### config.mk
export PLATFORM = sky130hd
export DESIGN_NAME = dtcp_queue
export DESIGN_NICKNAME = d
export VERILOG_FILES = /design/src/sv/dtcp_pkg.sv /design/src/sv/dtcp_queue.sv
export SDC_FILE = /design/constraint.sdc
export NUM_CORES = 1
export LEC_CHECK = 0
export BUFFER_PORTS_ARGS = -buffer_cell sky130_fd_sc_hd__buf_2
export CORE_ASPECT_RATIO = 0.9
export CORE_MARGIN = 3
export CORE_UTILIZATION = 40
export DETAILED_ROUTE_END_ITERATION = 8
export PLACE_DENSITY = 0.64
export SLEW_MARGIN = 0
export SYNTH_ARGS = -nofsm -noshare
export SYNTH_HDL_FRONTEND = slang
export SYNTH_SLANG_ARGS = --single-unit
### constraint.sdc
create_clock -name clk_i -period 11.34 [get_ports clk_i]
set_input_delay 0.567 -clock clk_i [delete_from_list [all_inputs] [get_ports clk_i]]
set_output_delay 0.567 -clock clk_i [all_outputs]
set_load 0.01 [all_outputs]
### src/sv/dtcp_pkg.sv
// Shared types, widths and constants of the depth-to-colored-point core.
`default_nettype none

package dtcp_pkg;

  // Frame geometry
  localparam int unsigned MaxDim  = 4096;
  localparam int unsigned CntW    = $clog2(MaxDim);
  localparam int unsigned FrameW  = 13;
  localparam int unsigned LimW    = (CntW + 1 > FrameW) ? CntW + 1 : FrameW;

  // Field widths
  localparam int unsigned CenterW    = 16;
  localparam int unsigned ScaleW     = 40;
  localparam int unsigned ScaleHalfW = ScaleW / 2;
  localparam int unsigned OrderW     = 2;
  localparam int unsigned DepthW     = 16;
  localparam int unsigned ByteW      = 8;
  localparam int unsigned CoordW     = 32;
  localparam int unsigned ZW         = 23;
  localparam int unsigned CfgIdxW    = 3;
  localparam int unsigned CfgDataW   = 40;

  // Projection datapath: offset is Q.4, product Q.44, result Q16.16
  localparam int unsigned SubPixW = 4;
  localparam int unsigned PosW    = CntW + SubPixW;
  localparam int unsigned MagW    = (PosW > CenterW) ? PosW : CenterW;
  localparam int unsigned ProdW   = MagW + DepthW;
  localparam int unsigned AW      = ProdW + ScaleHalfW;
  localparam int unsigned ASplit  = 8;
  localparam int unsigned AHiW    = AW - ASplit;
  localparam int unsigned LowW    = AW + 1;
  localparam int unsigned DropW   = 28;
  localparam int unsigned LowHiW  = LowW - DropW;
  localparam int unsigned QW      = AHiW + 1;

  // z = round(depth * 65536 / 1000) = floor((depth * 8192 + 62) / 125),
  // the division done as a multiply by ceil(2^37 / 125)
  localparam int unsigned ZFracW  = 13;
  localparam int unsigned ZNumW   = DepthW + ZFracW;
  localparam int unsigned ZRecipW = 31;
  localparam int unsigned ZShift  = 37;
  localparam int unsigned ZProdW  = ZNumW + ZRecipW;
  localparam logic [ZRecipW-1:0] ZRecip = 31'd1099511628;
  localparam logic [ZNumW-1:0]   ZBias  = 29'd62;

  // Queues
  localparam int unsigned QDepth   = 2;
  localparam int unsigned QPtrW    = $clog2(QDepth);
  localparam int unsigned QCntW    = $clog2(QDepth + 1);
  localparam int unsigned OutDepth = 8;
  localparam int unsigned OutPtrW  = $clog2(OutDepth);
  localparam int unsigned OutCntW  = $clog2(OutDepth + 1);

  // Register indexes
  localparam logic [CfgIdxW-1:0] RegCenterX     = 3'd0;
  localparam logic [CfgIdxW-1:0] RegCenterY     = 3'd1;
  localparam logic [CfgIdxW-1:0] RegScaleX      = 3'd2;
  localparam logic [CfgIdxW-1:0] RegScaleY      = 3'd3;
  localparam logic [CfgIdxW-1:0] RegFrameWidth  = 3'd4;
  localparam logic [CfgIdxW-1:0] RegFrameHeight = 3'd5;
  localparam logic [CfgIdxW-1:0] RegColorOrder  = 3'd6;

  // Color routing codes
  localparam logic [OrderW-1:0] ColorRgb  = 2'd0;
  localparam logic [OrderW-1:0] ColorBgr  = 2'd1;
  localparam logic [OrderW-1:0] ColorMono = 2'd2;

  // Register reset values
  localparam logic [CenterW-1:0] CenterXRst = 16'd5120;
  localparam logic [CenterW-1:0] CenterYRst = 16'd3840;
  localparam logic [ScaleW-1:0]  ScaleRst   = 40'd2199023;
  localparam logic [FrameW-1:0]  WidthRst   = 13'd640;
  localparam logic [FrameW-1:0]  HeightRst  = 13'd480;

  typedef struct packed {
    logic [CenterW-1:0] princ_col;
    logic [CenterW-1:0] princ_row;
    logic [ScaleW-1:0]  scale_x;
    logic [ScaleW-1:0]  scale_y;
    logic [FrameW-1:0]  frame_width;
    logic [FrameW-1:0]  frame_height;
    logic [OrderW-1:0]  color_order;
  } cfg_t;

  // Classified pixel handed from front to back
  typedef struct packed {
    logic              neg_x;
    logic [MagW-1:0]   mag_x;
    logic              neg_y;
    logic [MagW-1:0]   mag_y;
    logic [DepthW-1:0] depth;
    logic [ByteW-1:0]  red;
    logic [ByteW-1:0]  green;
    logic [ByteW-1:0]  blue;
    logic              eor;
    logic              eof;
  } pixel_t;

  typedef struct packed {
    logic [CoordW-1:0] x;
    logic [CoordW-1:0] y;
    logic [ZW-1:0]     z;
    logic              valid;
    logic [ByteW-1:0]  red;
    logic [ByteW-1:0]  green;
    logic [ByteW-1:0]  blue;
    logic              eor;
    logic              eof;
  } point_t;

  typedef struct packed {
    logic [OutCntW-1:0] out_cnt;
    logic [1:0]         inflight;
  } back_stat_t;

endpackage

`default_nettype wire

### src/sv/dtcp_queue.sv
// Two-entry queue of classified pixels between front and back.
`default_nettype none

module dtcp_queue (
  input  logic             clk_i,
  input  logic             rst_ni,
  input  logic             push_i,
  input  dtcp_pkg::pixel_t data_i,
  input  logic             pop_i,
  output logic             full_o,
  output logic             empty_o,
  output dtcp_pkg::pixel_t data_o
);
  import dtcp_pkg::*;

  pixel_t             mem_q [QDepth];
  logic [QPtrW-1:0]   wr_q, rd_q;
  logic [QCntW-1:0]   cnt_q;
  logic               do_push, do_pop;

  assign full_o  = cnt_q == QCntW'(QDepth);
  assign empty_o = cnt_q == '0;
  assign data_o  = mem_q[rd_q];
  assign do_push = push_i && !full_o;
  assign do_pop  = pop_i && !empty_o;

  always_ff @(posedge clk_i) begin
    if (do_push) begin
      mem_q[wr_q] <= data_i;
    end
  end

  always_ff @(posedge clk_i or negedge rst_ni) begin
    if (!rst_ni) begin
      wr_q  <= '0;
      rd_q  <= '0;
      cnt_q <= '0;
    end else begin
      if (do_push) wr_q <= wr_q + QPtrW'(1);
      if (do_pop)  rd_q <= rd_q + QPtrW'(1);
      if (do_push && !do_pop) begin
        cnt_q <= cnt_q + QCntW'(1);
      end else if (do_pop && !do_push) begin
        cnt_q <= cnt_q - QCntW'(1);
      end
    end
  end

endmodule

`default_nettype wire

# Word-level counts from Yosys, hierarchy flattened
# Memory sizes are Yosys's and may differ from the RTL's.
# Index checks and enable logic that the tools add are counted.
dict set report word_totals {
  register_bits 4
  ramBits 152
  in_bits 80
  out_inout_bits 78
  elab_cells 23
  memories 1
}
# memory words word_bits rd rd_ports_with_merged_regs wr line_no
set memory_table {}
lappend memory_table {mem_q 2 76 1 0 1 dtcp_queue.sv:16} ;# pixel_t mem_q [QDepth];
dict set report op_classes {
  addsub 4
  n_eq_ne 1
  n_mux 4
  n_reduce_logical 10
}
# cell count
set op_table {}
lappend op_table {{1-bit logical AND} 4}
lappend op_table {{1-bit zero test} 4}
lappend op_table {{2-bit two-way mux} 2}
lappend op_table {{1-bit adder, second input constant} 2}
lappend op_table {{2-bit by 1-bit adder with 2-bit output, second input constant} 1}
lappend op_table {{2-bit equality test, second input constant} 1}
lappend op_table {{2-bit zero test} 1}
lappend op_table {{1-bit two-way mux} 2}
lappend op_table {{2-bit nonzero test} 1}
lappend op_table {{2-bit by 1-bit subtractor with 2-bit output, second input constant} 1}

# Longest topological paths before layout
dict set report depth {
  ltp_word 7
  mapped_depth 7
  mapped_depth_nobuf 7
}

# Least setup slack after synthesis
# OpenSTA, ideal clock, no wires.
dict set report synth_path {
  path_kind {input -> register}
  startpoint {input port push_i}
  endpoint {memory mem_q[0][0] (netlist name) (enable)}
  setup_ps 511
  arrival_time_ps 3827
  required_ps 10829
  setup_slack_ps 7002
  cell_stages 2
  path_buffers 0
  cell_sequence {nand2_1 > nor2_1}
}
dict set report synth_via {
  elab_chain_len 3
}
# element line_no
set synth_lines {}
lappend synth_lines {{from (decl)} dtcp_queue.sv:7} ;# input logic push_i,
lappend synth_lines {{1-bit logical AND} dtcp_queue.sv:24} ;# assign do_push = push_i && !full_o;
lappend synth_lines {{1-bit two-way mux} dtcp_queue.sv:28} ;# if (do_push) begin
lappend synth_lines {{1-bit two-way mux (implied by the code)} dtcp_queue.sv:29} ;# mem_q[wr_q] <= data_i;
lappend synth_lines {{to (decl)} dtcp_queue.sv:16}
# Every way passes these cells.

==> flow_metrics.py <==
metrics = {
    "outcome": {
        "status": "finished, final reports clean",
    },
    "clock_network": {
        "clockRootBuffer": "clkbuf_16",
        "ctsResizeCount": 0,
        "tritoncts": "done",
        "cts_made_buffers": 17,
        "insertion_delay_ps": 410,
        "clkTransAtPathRegs_ps": 60,
        "cts_sinks": 156,
        "cts_max_level": 4,
        "cts_max_path_buffers": 2,
    },
    "timing": {
        "grt_setup_unrepaired": "no",
        "min_period_over_period_pct": 26.0,
        "period_minus_slack_ps": 2950,
        "slew_headroom_pct": 23.8,
        "timing.fmax_mhz": 339,
        "hold_violations": 0,
        "tightest_slew_ps": 1140,
        "setup_viol": 0,
        "worst_clock_skew_ps": 4.48,
        "drv_slew": 0,
        "setup_tns_ps": 0,
        "worst_slack_ps": 8390,
    },
    "floorplan": {
        "io_pins": 158,
        "dieArea_sq_um": 16000,
        "row_count": 41,
        "core-area_sq_um": 14100,
        "dieHeight_um": 120,
        "die_w_um": 133,
        "initial_core_util_pct": 41.2,
    },
    "yosys": {
        "synth_top_family_by_area": "multiplexers",
        "synth-simple-area-share_pct": 0.473,
        "netlist_area_sq_um": 5820,
        "yosysSeqAreaShare_pct": 80.2,
        "synth_nets": 337,
        "synthAdderAreaFrac_pct": 0.215,
        "synth_top_area_share_pct": 78.5,
        "yosys_warnings": 0,
        "yosysTopAreaCell": "edfxtp_1",
        "synth_compound_area_share_pct": 0.0860,
        "avgSynthCellArea_sq_um": 22.7,
        "yosys-top-cells-area": "edfxtp_1, mux2_2, mux2_4",
        "synth_xor_area_share_pct": 0.753,
        "netlist_instances": 256,
        "ys_seq_elements": 156,
        "synthMuxAreaShare_pct": 16.6,
        "synth.distinct_cells": 16,
    },
    "setup_path": {
        "r2r_cells": 4,
        "crit-reg2reg-launch": "cnt_q[0]$_DFFE_PN0P_",
        "reg2reg_setup_slack_ps": 8650,
        "start_kind": "register",
        "worst_path_max_delay_cell": "buf_4",
        "worstPathCellList": "buf_4 > mux2_2 > buf_2",
        "max_stage_delay_ps": 820,
        "crit_required_ps": 10770,
        "path_max_fanout": 64,
        "r2r-end": "mem_q[0][46]$_DFFE_PP_",
        "worstSetupPathType": "reg2out",
        "crit_arrival_ps": 2390,
        "end_kind": "output pin",
    },
    "detailed_routing": {
        "drt-wirelength-per-cell_um": 16.1,
        "drt-pass1-iter-count": 4,
        "ant_nets": 0,
        "wl_um": 10100,
        "drcViolationCount": 0,
        "vias_per_cell": 4.58,
        "vias": 2884,
        "dr.first_iter.drc_count": 110,
    },
    "cells_and_area": {
        "nets": 507,
        "drive_gt1_share_pct": 60.6,
        "area_growth_pct": 26.1,
        "fillers": 1151,
    },
    "power_and_ir_drop": {
        "powerDensity_nw_per_um2": 260,
        "ir_drop_v": 0.000245,
        "fin_total_pwr_mw": 1.91,
        "p_leak_nw": 2.84,
    },
    "global_route": {
        "grt_pass1_wl_um": 15800,
        "track_usage_pct": 13.2,
        "grt_overflow_total": 0,
        "grt_pass1_vias": 3154,
        "grt_max_degree": 77,
        "antenna_found_initial": 1,
    },
    "placement": {
        "io_buffer_count": 157,
        "globalplace.congestion": 0.700,
        "dp_hpwl_um": 6380,
        "dp_slack_ps": 8540,
    },
    "worst_hold_path": {
        "whs_endpoint": "mem_q[0][49]$_DFFE_PP_",
        "hold_class": "in2reg",
        "worstHoldStart": "data_i[49]",
        "hold_path_depth": 1,
    },
    "job": {
        "drv_cap": 0,
    },
}
[registers in the layout, summed over array words and instances, names as in the netlist]
| signal | count |
|---|---|
| rd_q | 1 |
| mem_q | 152 |
| wr_q | 1 |
| cnt_q | 2 |
[timing repair]
action	CTS	global route
hold endpoints to repair	4	0
buffers inserted	0	0
hold buffers	1	0
[power by group]
group / leakage, nW / internal [mW] / switching [mW]
sequential: 1.46 / 0.792 / 0.0409
combinational: 1.12 / 0.269 / 0.290
clock: 0.266 / 0.315 / 0.201
[cells in the final DEF, fill, tap and decap left out, types with 2 or more instances in the layout]
| cell | Yosys | routed |
|---|---|---|
| nor2_1 | 3 | 2 |
| dfrtp_1 | 4 | 3 |
| inv_1 | 2 | 2 |
| xnor2_1 | 3 | 3 |
| mux2_2 | 46 | 46 |
| edfxtp_1 | 152 | 152 |
| clkinv_2 | 0 | 6 |
| mux2_4 | 30 | 30 |
| clkbuf_16 | 0 | 17 |
| xor2_1 | 2 | 2 |
| buf_2 | 4 | 157 |
| clkinv_1 | 0 | 2 |
| bufinv_16 | 0 | 2 |
| buf_4 | 0 | 2 |
[how the worst max path moves through the flow]
stage | startpoint | to | cells past startpoint
after floorplan | push_i | mem_q[0][0]$_DFFE_PP_ | 2
after global placement | push_i | mem_q[0][51]$_DFFE_PP_ | 4
after detailed placement | push_i | mem_q[0][46]$_DFFE_PP_ | 4
after CTS | rd_q$_DFFE_PN0P_ | data_o[60] | 3
after global routing | rd_q$_DFFE_PN0P_ | data_o[60] | 3
final | rd_q$_DFFE_PN0P_ | data_o[60] | 3
[critical path: cells and delay by family (launching register included)]
kind,cells,cell delay (ps)
buf+inv,2,960
mux,1,430
flops,1,540
[per-stage QoR]
step,cell area (sq um),utilization (%),instances,hold slack [ps]
2_1_floorplan,5820,-,256,271
3_3_place_gp,6790,48.1,599,377
3_5_place_dp,6790,48.1,599,377
4_1_cts,7330,52.0,629,312
5_1_grt,7330,52.0,629,312
6_report,7330,52.0,630,339
[cell type report]
class	count	area, sq um	area share, %
well taps	193	241	3.29
diodes	1	2.50	0.0341
inverters	2	7.51	0.102
clock buffers	18	429	5.85
flip-flops and latches	156	4670	63.6
clock inverters	11	105	1.43
repair buffers	160	811	11.1
multi-input cells	89	1070	14.6
[Yosys cell counts]
| cell | n |
|---|---|
| mux2_2 | 46 |
| dfrtp_1 | 4 |
| buf_2 | 4 |
| buf_8 | 3 |
| xor2_1 | 2 |
| o21ai_0 | 1 |
| mux2_4 | 30 |
| nand2b_1 | 1 |
| edfxtp_1 | 152 |
| ha_1 | 1 |
| buf_6 | 2 |
| nor2_1 | 3 |
| xnor2_1 | 3 |
| nand2_1 | 1 |
| and3_1 | 1 |
| inv_1 | 2 |
[layer usage]
layer	up-vias	track usage, %	wire length [um]
met2	112	21.5	4830
met3	18	6.82	1060
met1	1405	14.4	4050
met5	-	0	7
li1	1347	-	-
met4	2	5.98	170
[cells by family after synthesis]
kind of cell,Yosys count
compound gates,1
xor+xnor,5
simple gates,6
fa+ha+maj,1
buf+inv,11
mux,76
flops,156
(Power assumes the default switching activity.)
