File: src/sv/dtcp_pkg.sv
// Shared types, widths and constants of the depth-to-colored-point core.
`default_nettype none

package dtcp_pkg;

  // Frame geometry
  localparam int unsigned MaxDim  = 4096;
  localparam int unsigned CntW    = $clog2(MaxDim);
  localparam int unsigned FrameW  = 13;
  localparam int unsigned LimW    = (CntW + 1 > FrameW) ? CntW + 1 : FrameW;

  // Field widths
  localparam int unsigned CenterW    = 16;
  localparam int unsigned ScaleW     = 40;
  localparam int unsigned ScaleHalfW = ScaleW / 2;
  localparam int unsigned OrderW     = 2;
  localparam int unsigned DepthW     = 16;
  localparam int unsigned ByteW      = 8;
  localparam int unsigned CoordW     = 32;
  localparam int unsigned ZW         = 23;
  localparam int unsigned CfgIdxW    = 3;
  localparam int unsigned CfgDataW   = 40;

  // Projection datapath: offset is Q.4, product Q.44, result Q16.16
  localparam int unsigned SubPixW = 4;
  localparam int unsigned PosW    = CntW + SubPixW;
  localparam int unsigned MagW    = (PosW > CenterW) ? PosW : CenterW;
  localparam int unsigned ProdW   = MagW + DepthW;
  localparam int unsigned AW      = ProdW + ScaleHalfW;
  localparam int unsigned ASplit  = 8;
  localparam int unsigned AHiW    = AW - ASplit;
  localparam int unsigned LowW    = AW + 1;
  localparam int unsigned DropW   = 28;
  localparam int unsigned LowHiW  = LowW - DropW;
  localparam int unsigned QW      = AHiW + 1;

  // z = round(depth * 65536 / 1000) = floor((depth * 8192 + 62) / 125),
  // the division done as a multiply by ceil(2^37 / 125)
  localparam int unsigned ZFracW  = 13;
  localparam int unsigned ZNumW   = DepthW + ZFracW;
  localparam int unsigned ZRecipW = 31;
  localparam int unsigned ZShift  = 37;
  localparam int unsigned ZProdW  = ZNumW + ZRecipW;
  localparam logic [ZRecipW-1:0] ZRecip = 31'd1099511628;
  localparam logic [ZNumW-1:0]   ZBias  = 29'd62;

  // Queues
  localparam int unsigned QDepth   = 2;
  localparam int unsigned QPtrW    = $clog2(QDepth);
  localparam int unsigned QCntW    = $clog2(QDepth + 1);
  localparam int unsigned OutDepth = 8;
  localparam int unsigned OutPtrW  = $clog2(OutDepth);
  localparam int unsigned OutCntW  = $clog2(OutDepth + 1);

  // Register indexes
  localparam logic [CfgIdxW-1:0] RegCenterX     = 3'd0;
  localparam logic [CfgIdxW-1:0] RegCenterY     = 3'd1;
  localparam logic [CfgIdxW-1:0] RegScaleX      = 3'd2;
  localparam logic [CfgIdxW-1:0] RegScaleY      = 3'd3;
  localparam logic [CfgIdxW-1:0] RegFrameWidth  = 3'd4;
  localparam logic [CfgIdxW-1:0] RegFrameHeight = 3'd5;
  localparam logic [CfgIdxW-1:0] RegColorOrder  = 3'd6;

  // Color routing codes
  localparam logic [OrderW-1:0] ColorRgb  = 2'd0;
  localparam logic [OrderW-1:0] ColorBgr  = 2'd1;
  localparam logic [OrderW-1:0] ColorMono = 2'd2;

  // Register reset values
  localparam logic [CenterW-1:0] CenterXRst = 16'd5120;
  localparam logic [CenterW-1:0] CenterYRst = 16'd3840;
  localparam logic [ScaleW-1:0]  ScaleRst   = 40'd2199023;
  localparam logic [FrameW-1:0]  WidthRst   = 13'd640;
  localparam logic [FrameW-1:0]  HeightRst  = 13'd480;

  typedef struct packed {
    logic [CenterW-1:0] princ_col;
    logic [CenterW-1:0] princ_row;
    logic [ScaleW-1:0]  scale_x;
    logic [ScaleW-1:0]  scale_y;
    logic [FrameW-1:0]  frame_width;
    logic [FrameW-1:0]  frame_height;
    logic [OrderW-1:0]  color_order;
  } cfg_t;

  // Classified pixel handed from front to back
  typedef struct packed {
    logic              neg_x;
    logic [MagW-1:0]   mag_x;
    logic              neg_y;
    logic [MagW-1:0]   mag_y;
    logic [DepthW-1:0] depth;
    logic [ByteW-1:0]  red;
    logic [ByteW-1:0]  green;
    logic [ByteW-1:0]  blue;
    logic              eor;
    logic              eof;
  } pixel_t;

  typedef struct packed {
    logic [CoordW-1:0] x;
    logic [CoordW-1:0] y;
    logic [ZW-1:0]     z;
    logic              valid;
    logic [ByteW-1:0]  red;
    logic [ByteW-1:0]  green;
    logic [ByteW-1:0]  blue;
    logic              eor;
    logic              eof;
  } point_t;

  typedef struct packed {
    logic [OutCntW-1:0] out_cnt;
    logic [1:0]         inflight;
  } back_stat_t;

endpackage

`default_nettype wire

File: src/sv/dtcp_front.sv
// Front end: pixel position counters, offsets from the principal point, color routing.
`default_nettype none

module dtcp_front (
  input  logic                        clk_i,
  input  logic                        rst_ni,
  input  dtcp_pkg::cfg_t              cfg_i,
  input  logic                        push_i,
  input  logic                        full_i,
  input  logic [dtcp_pkg::DepthW-1:0] depth_mm_i,
  input  logic [dtcp_pkg::ByteW-1:0]  byte0_i,
  input  logic [dtcp_pkg::ByteW-1:0]  byte1_i,
  input  logic [dtcp_pkg::ByteW-1:0]  byte2_i,
  output logic                        q_push_o,
  output dtcp_pkg::pixel_t            pixel_o
);
  import dtcp_pkg::*;

  logic [CntW-1:0] col_q, col_d, row_q, row_d;
  logic [CntW-1:0] col_last, row_last;
  logic            eor, eof, accept;
  logic [MagW:0]   off_x, off_y;

  // last index of a clamped dimension
  function automatic logic [CntW-1:0] last_index(logic [FrameW-1:0] dim);
    logic [LimW-1:0] d;
    d = LimW'(dim);
    if (d == '0) begin
      d = LimW'(1);
    end else if (d > LimW'(MaxDim)) begin
      d = LimW'(MaxDim);
    end
    return CntW'(d - LimW'(1));
  endfunction

  // {sign, magnitude} of pos*16 - center
  function automatic logic [MagW:0] offset(logic [CntW-1:0] pos,
                                           logic [CenterW-1:0] center);
    logic [MagW-1:0] p16;
    logic [MagW-1:0] c;
    p16 = MagW'({pos, {SubPixW{1'b0}}});
    c   = MagW'(center);
    if (p16 < c) begin
      return {1'b1, c - p16};
    end
    return {1'b0, p16 - c};
  endfunction

  assign accept   = push_i && !full_i;
  assign q_push_o = accept;

  assign col_last = last_index(cfg_i.frame_width);
  assign row_last = last_index(cfg_i.frame_height);
  assign eor      = col_q >= col_last;
  assign eof      = eor && (row_q >= row_last);

  always_comb begin
    col_d = col_q;
    row_d = row_q;
    if (accept) begin
      if (eor) begin
        col_d = '0;
        row_d = eof ? '0 : row_q + CntW'(1);
      end else begin
        col_d = col_q + CntW'(1);
      end
    end
  end

  always_ff @(posedge clk_i or negedge rst_ni) begin
    if (!rst_ni) begin
      col_q <= '0;
      row_q <= '0;
    end else begin
      col_q <= col_d;
      row_q <= row_d;
    end
  end

  assign off_x = offset(col_q, cfg_i.princ_col);
  assign off_y = offset(row_q, cfg_i.princ_row);

  always_comb begin
    pixel_o.neg_x = off_x[MagW];
    pixel_o.mag_x = off_x[MagW-1:0];
    pixel_o.neg_y = off_y[MagW];
    pixel_o.mag_y = off_y[MagW-1:0];
    pixel_o.depth = depth_mm_i;
    pixel_o.eor   = eor;
    pixel_o.eof   = eof;
    unique case (cfg_i.color_order)
      ColorBgr: begin
        pixel_o.red   = byte2_i;
        pixel_o.green = byte1_i;
        pixel_o.blue  = byte0_i;
      end
      ColorMono: begin
        pixel_o.red   = byte0_i;
        pixel_o.green = byte0_i;
        pixel_o.blue  = byte0_i;
      end
      default: begin
        pixel_o.red   = byte0_i;
        pixel_o.green = byte1_i;
        pixel_o.blue  = byte2_i;
      end
    endcase
  end

endmodule

`default_nettype wire

File: config.mk
export PLATFORM = sky130hd
export DESIGN_NAME = dtcp_front
export DESIGN_NICKNAME = d
export VERILOG_FILES = /design/src/sv/dtcp_pkg.sv /design/src/sv/dtcp_front.sv
export SDC_FILE = /design/constraint.sdc
export NUM_CORES = 1
export LEC_CHECK = 0
export BUFFER_PORTS_ARGS = -buffer_cell sky130_fd_sc_hd__buf_4
export CAP_MARGIN = 20
export CORE_UTILIZATION = 30
export DETAILED_ROUTE_END_ITERATION = 6
export SLEW_MARGIN = 15
export SYNTH_ARGS = -nofsm -noshare
export SYNTH_HDL_FRONTEND = slang
export SYNTH_SLANG_ARGS = --single-unit
export TNS_END_PERCENT = 1
File: constraint.sdc
create_clock -name clk_i -period 10.3 [get_ports clk_i]
set_input_delay 1.545 -clock clk_i [delete_from_list [all_inputs] [get_ports clk_i]]
set_output_delay 1.545 -clock clk_i [all_outputs]
set_load 0.005 [all_outputs]
; After elaboration in Yosys (flattened, before gate mapping)
; Cells that the tools add are included.
[op_classes]
n_eq_ne = 2
mux = 13
n_div = 0
order_cmp = 6
n_addsub = 8
shifts = 0
bitwise = 0
mul = 0
reduce_logical = 6
[op_table]
columns = operator, n
row1 = 12-bit 2-to-1 mux, 6
row2 = 17-bit 2-to-1 mux, 4
row3 = 16-bit subtractor, 4
row4 = 24-bit one-hot mux with 2 select lines, 1
row5 = 16-bit < comparator, 2
row6 = 13-bit > comparator (second input constant), 2
row7 = 13-bit zero test, 2
row8 = 12-bit by 1-bit adder with 12-bit output (second input constant), 2
row9 = 12-bit greater-or-equal comparator, 2
row10 = 12-bit by 1-bit subtractor with 12-bit output (second input constant), 2
row11 = 2-bit by 1-bit == test with 1-bit output (second input constant), 1
row12 = 2-bit == test (second input constant), 1
row13 = 1-bit logical AND, 2
row14 = 1-bit 2-to-1 mux, 2
row15 = 2-bit AND reduction, 1
row16 = 1-bit zero test, 1
[totals]
regBits = 24
latchBits = 0
n_memories = 0
ram_bits = 0
mem_bits_ro = 0
in_bits = 184

; Longest topological paths before layout
[logic_depth]
depth_word = 7
depth_mapped = 19

; Worst setup path after synthesis
; No wires, ideal clock.
[synth_path]
path_type = input to output
startpoint = input cfg_i[17] in the netlist's numbering
endpoint = output pixel_o[0] in the netlist's numbering
required_ns = 8.755
cell_stages = 17
arrival_ns = 5.001
setup_slack_ns = 3.754
cell_sequence = or4_4 or3_4 or4b_4 nor2_1 o21ai_0 ha_1 clkbuf_1 nand2_1 o21ai_0 o21ai_0 nand2_1 ha_1 nand4_1 o31a_1 o21ai_1 and2_1 buf_4
[synth_between]
elab_chain_len = 6
[synth_lines]
columns = element, line_no
row1 = start: declaration, dtcp_front.sv:7  ; input dtcp_pkg::cfg_t cfg_i,
row2 = 13-bit > comparator, dtcp_front.sv:30  ; end else if (d > LimW'(MaxDim)) begin
row3 = 12-bit 2-to-1 mux, dtcp_front.sv:30
row4 = 12-bit 2-to-1 mux (*), dtcp_front.sv:28  ; if (d == '0) begin
row5 = 12-bit by 1-bit subtractor with 12-bit output (*), dtcp_front.sv:33  ; return CntW'(d - LimW'(1));
row6 = 12-bit greater-or-equal comparator (*), dtcp_front.sv:54  ; assign eor = col_q >= col_last;
row7 = net eor, dtcp_front.sv:21  ; logic eor, eof, accept;
row8 = 1-bit logical AND (*), dtcp_front.sv:55  ; assign eof = eor && (row_q >= row_last);
row9 = end: declaration, dtcp_front.sv:15  ; output dtcp_pkg::pixel_t pixel_o
; The timed path passes the listed nets; every way through them passes the cells marked *.

==> results.txt <==
- The die is 131 µm tall.
- On the worst path, the slowest cell contributes a delay of 0.57 ns.
- In the global route stage, overall resource usage came out at 0.150.
- Detailed routing placed a total of 6140 µm of wire on met2.
* Total number of vias: 5024
- List of cells traversed by the critical path: buf_4 -> or4_4 -> or3_4 -> or4b_4 -> nor2_1 -> o21ai_0 -> ha_1 -> nand2_1 -> o21ai_0 -> o21ai_0 -> nand2_1 -> ha_1 -> nand4_1 -> o31a_1 -> o21ai_1 -> and2_1 -> buf_4
- Final hold slack: 0.606 ns
- After detailed routing, the total wire length is 13300 µm.
- In this run the clock root is driven by a sky130_fd_sc_hd__clkbuf_16.
- The worst pin sits at a relative slew slack of 0.352.
* Clock power frac: 0.143
- The repair_antennas step left the layout with diodes totalling 0.
* R2R Setup Slk: 7.46 ns
- Top cells by area, synth: sky130_fd_sc_hd__ha_1 19%, sky130_fd_sc_hd__dfrtp_1 12%, sky130_fd_sc_hd__a22o_1 4.7%
- Most frequently used cell type in the post-synthesis netlist: sky130_fd_sc_hd__ha_1
* Kind of end point of the critical path: primary output
- The congestion estimate from routability-driven global placement came to 0.841.
- Hold violation count in the final report: 0
* Worst reg2reg endpoint: row_q[0]$_DFFE_PN0P_
- Leaving out filler cells and counting taps, the final layout contains 1008.
* Worst Hold Class: reg2reg
- Measured in cells, the most critical reg-to-reg path has a length of 10.
- In this design, the largest share of critical-path delay is due to simple AND/OR/NAND/NOR gates.
* Met1 Routed Length: 6550 µm
* Post-detailed-route DRC marker count: 0
* Capturing element of the worst setup path: pixel_o[0]
* Total nets after synthesis: 945
- The number of setup buffers added after CTS is 0.
- Resized Gates After CTS: 0
- Of the cells placed in the final design, the portion with a size suffix greater than 1 is 0.211.
- Cts hold-fix bufs: 0
* Clk sink count: 24
- Yosys top cell area share: 0.194
- In this run, the number of DRC markers left after iteration 0 of detailed routing was 147.
- Die area: 17300 µm²
* Share of synthesized area occupied by flip-flops and latches: 0.119
- Antenna violations before repair: 0
* Combinational fraction of design power: 0.675
- Counting both buffers and inverters, the worst setup path holds a total of 2.
- Final worst path period share: 0.678
- In this run the number of H-tree levels came out at 1.
- Vias/cell: 4.98
- Summed over all layers, the global routing overflow is 0.
* Maximum number of pins on one net before global-route repair: 25
- Fin. max-slew vios: 0
- Clock tree buffer depth: 2
- Yosys mapped a number of flops with a built-in enable equal to 0.
- Buffers placed on the I/O ports in this run total 148.
* Top cells by instance count after synthesis: 78 x sky130_fd_sc_hd__ha_1, 61 x sky130_fd_sc_hd__inv_1, 56 x sky130_fd_sc_hd__nand2_1
* Cell accounting for the most synthesized area: sky130_fd_sc_hd__ha_1
- Internal Dissipation: 0.463 mW
- Leakage power summed over all cells: 3.24 nW
* Dominant synthesized flop cell: sky130_fd_sc_hd__dfrtp_1
- Filler cell count: 1726
* Num CTS Buffers: 3
- STA classifies the critical path startpoint as an input pin.
- Detailed placement ended at an HPWL of 11300 µm.
* CP Data Arrival Time: 5.44 ns
- The slowest stage of the critical path belongs to the cell sky130_fd_sc_hd__or4_4.
* Total instance count after detailed placement: 1004
- Flop and latch count out of synthesis: 24
- Final critical delay including setup and external delays: 6.98 ns
- OpenSTA, run right after detailed placement, puts the worst setup slack at 3.29 ns.
- The startpoint identified for the worst register-to-register timing path is row_q[0]$_DFFE_PN0P_.
- Cell Area, Synth: 5030 µm²
- The critical path is of the in2out type.
- Summed over all nets, the switching power comes to 0.326 mW.
- Result of the run: completed
- Syn Area/Cell: 7.38 µm²
* Net count reported at finish: 1057
- Clock insertion delay at the later pin of the skew report: 0.26 ns
* Initial Utilization: 0.312
- Routed length per placed instance: 13.2 µm
* Number of endpoints failing setup at the final stage: 0
- First-pass GRT wire length: 22500 µm
- For this run, the top clock speed supported by timing is 0.143 GHz.
- Setup repair after global routing left no endpoint under its margin.
- At the end of the flow the core is filled with cells to 0.390.
- IR analysis of the VDD net gives a maximum drop of 0.0000835 V.
- The share of total power dissipated in sequential elements is 0.183.
- Power per standard cell area: 125 nW/µm²
- Synthesis produced 681 cells.
* Pin slew with the least headroom to its limit: 0.948 ns
- Core footprint: 16100 µm²
- After synthesis, the share of flip-flops with an asynchronous set or reset is 1.00.
- The via count of the first global-routing pass came to 4761.
- The floorplan step set the die width to 131 µm.
- Across the routed clock network, the largest skew measured is 0.00350 ns.
* Number of max-capacitance violations reported: 0
- TritonCTS built the clock tree.
* Crit-path max FO: 9
* Detail Route Antenna Nets: 0
- Summing internal, switching and leakage power gives 0.789 mW.
- The floorplan has 46 rows.
* Count of synthesis-stage warnings from yosys: 0
* Required time of the worst setup path: 8.76 ns
- Cell type with the highest occurrence count on the critical path: sky130_fd_sc_hd__o21ai_0
- Worst setup margin: 3.32 ns
- Clock-pin slew was measured on the worst setup and hold paths at 0.07 ns.
- After synthesis, the netlist uses 59 different library cells.
- Met3 wire length: 596 µm
- Beginning of the critical path: cfg_i[17]
- Area post-placement: 6180 µm²
* 1st-pass router iterations: 4
* Net switching share of the total power: 0.413
* Setup total negative slack: 0 ns
- Design Area, Final: 6290 µm²
* Critical path depth in cells: 17
- During I/O placement, the number of pins put on the boundary was 261.
- Highest Signal Layer: met4
- Growth of design area from synthesis to finish: 25.1%
==> worst register-to-register path, cell delays in order (launching register included) <==
cell,delay [ns]
sky130_fd_sc_hd__dfrtp_1,0.46
sky130_fd_sc_hd__inv_1,0.11
sky130_fd_sc_hd__ha_1,0.29
sky130_fd_sc_hd__nand2b_1,0.14
sky130_fd_sc_hd__a21o_1,0.17
sky130_fd_sc_hd__a211oi_1,0.24
sky130_fd_sc_hd__o31a_1,0.17
sky130_fd_sc_hd__o21ai_0,0.09
sky130_fd_sc_hd__buf_4,0.18
sky130_fd_sc_hd__nor2b_1,0.64
sky130_fd_sc_hd__mux2_2,0.29
==> per-layer routing <==
metal,GRT usage,vias to the layer above
met4,0.00775,0
met5,0,-
li1,-,2629
met1,0.204,2280
met3,0.0216,4
met2,0.261,111
==> layout make-up <==
cell class | count | area, µm² | share of cell area
Inverter | 61 | 229 | 0.0364
Sequential cell | 24 | 601 | 0.0955
Multi-Input combinational cell | 552 | 3950 | 0.628
Clock buffer | 3 | 75.1 | 0.0119
Timing Repair Buffer | 151 | 1130 | 0.180
Tap cell | 216 | 270 | 0.0430
Clock inverter | 1 | 30.0 | 0.00477
==> kinds of logic after synthesis <==
kind of cell | count (synthesis) | share of synthesized area
compound gates | 206 | 0.277
flops | 24 | 0.119
simple gates | 211 | 0.208
xor+xnor | 44 | 0.0767
fa+ha+maj | 80 | 0.202
mux | 11 | 0.0227
buf+inv | 105 | 0.0943
==> how the worst min path moves through the flow <==
stage | from | endpoint | slack (ns) | cells after the start
after CTS | col_q[2]$_DFFE_PN0P_ | col_q[2]$_DFFE_PN0P_ | 0.60 | 1
after global routing | col_q[2]$_DFFE_PN0P_ | col_q[2]$_DFFE_PN0P_ | 0.63 | 1
after global placement | col_q[2]$_DFFE_PN0P_ | col_q[2]$_DFFE_PN0P_ | 0.59 | 1
after detailed placement | col_q[2]$_DFFE_PN0P_ | col_q[2]$_DFFE_PN0P_ | 0.59 | 1
after floorplan | row_q[9]$_DFFE_PN0P_ | row_q[9]$_DFFE_PN0P_ | 0.53 | 1
final | row_q[9]$_DFFE_PN0P_ | row_q[9]$_DFFE_PN0P_ | 0.61 | 1
==> layout by cell type, fill, tap and decap left out, drive strengths merged, types with 11 or more instances in the layout <==
cell type and instances:
buf 151, ha 78, inv 61, nand2 56, nor2 53, o21ai 44
a21oi 38, a21o 28, a22o 27, xnor2 25, dfrtp 24, nor3 20
xor2 19, nor2b 15, o21a 15, nand2b 12, a31oi 11, nand3 11
==> state kept, by name (all words and copies together) (netlist names) <==
| register | flops |
|---|---|
| row_q | 12 |
| col_q | 12 |
==> power groups by stage <==
stage / combinational [mW] / sequential [mW] / clock (mW)
final: 0.532 / 0.144 / 0.113
after global routing: 0.600 / 0.149 / 0.120
after CTS: 0.535 / 0.145 / 0.116
after detailed placement: 0.533 / 0.147 / 0
after global placement: 0.529 / 0.147 / 0
after floorplan: 0.346 / 0.135 / 0
Note: power is estimated with default switching activity, not from simulation.
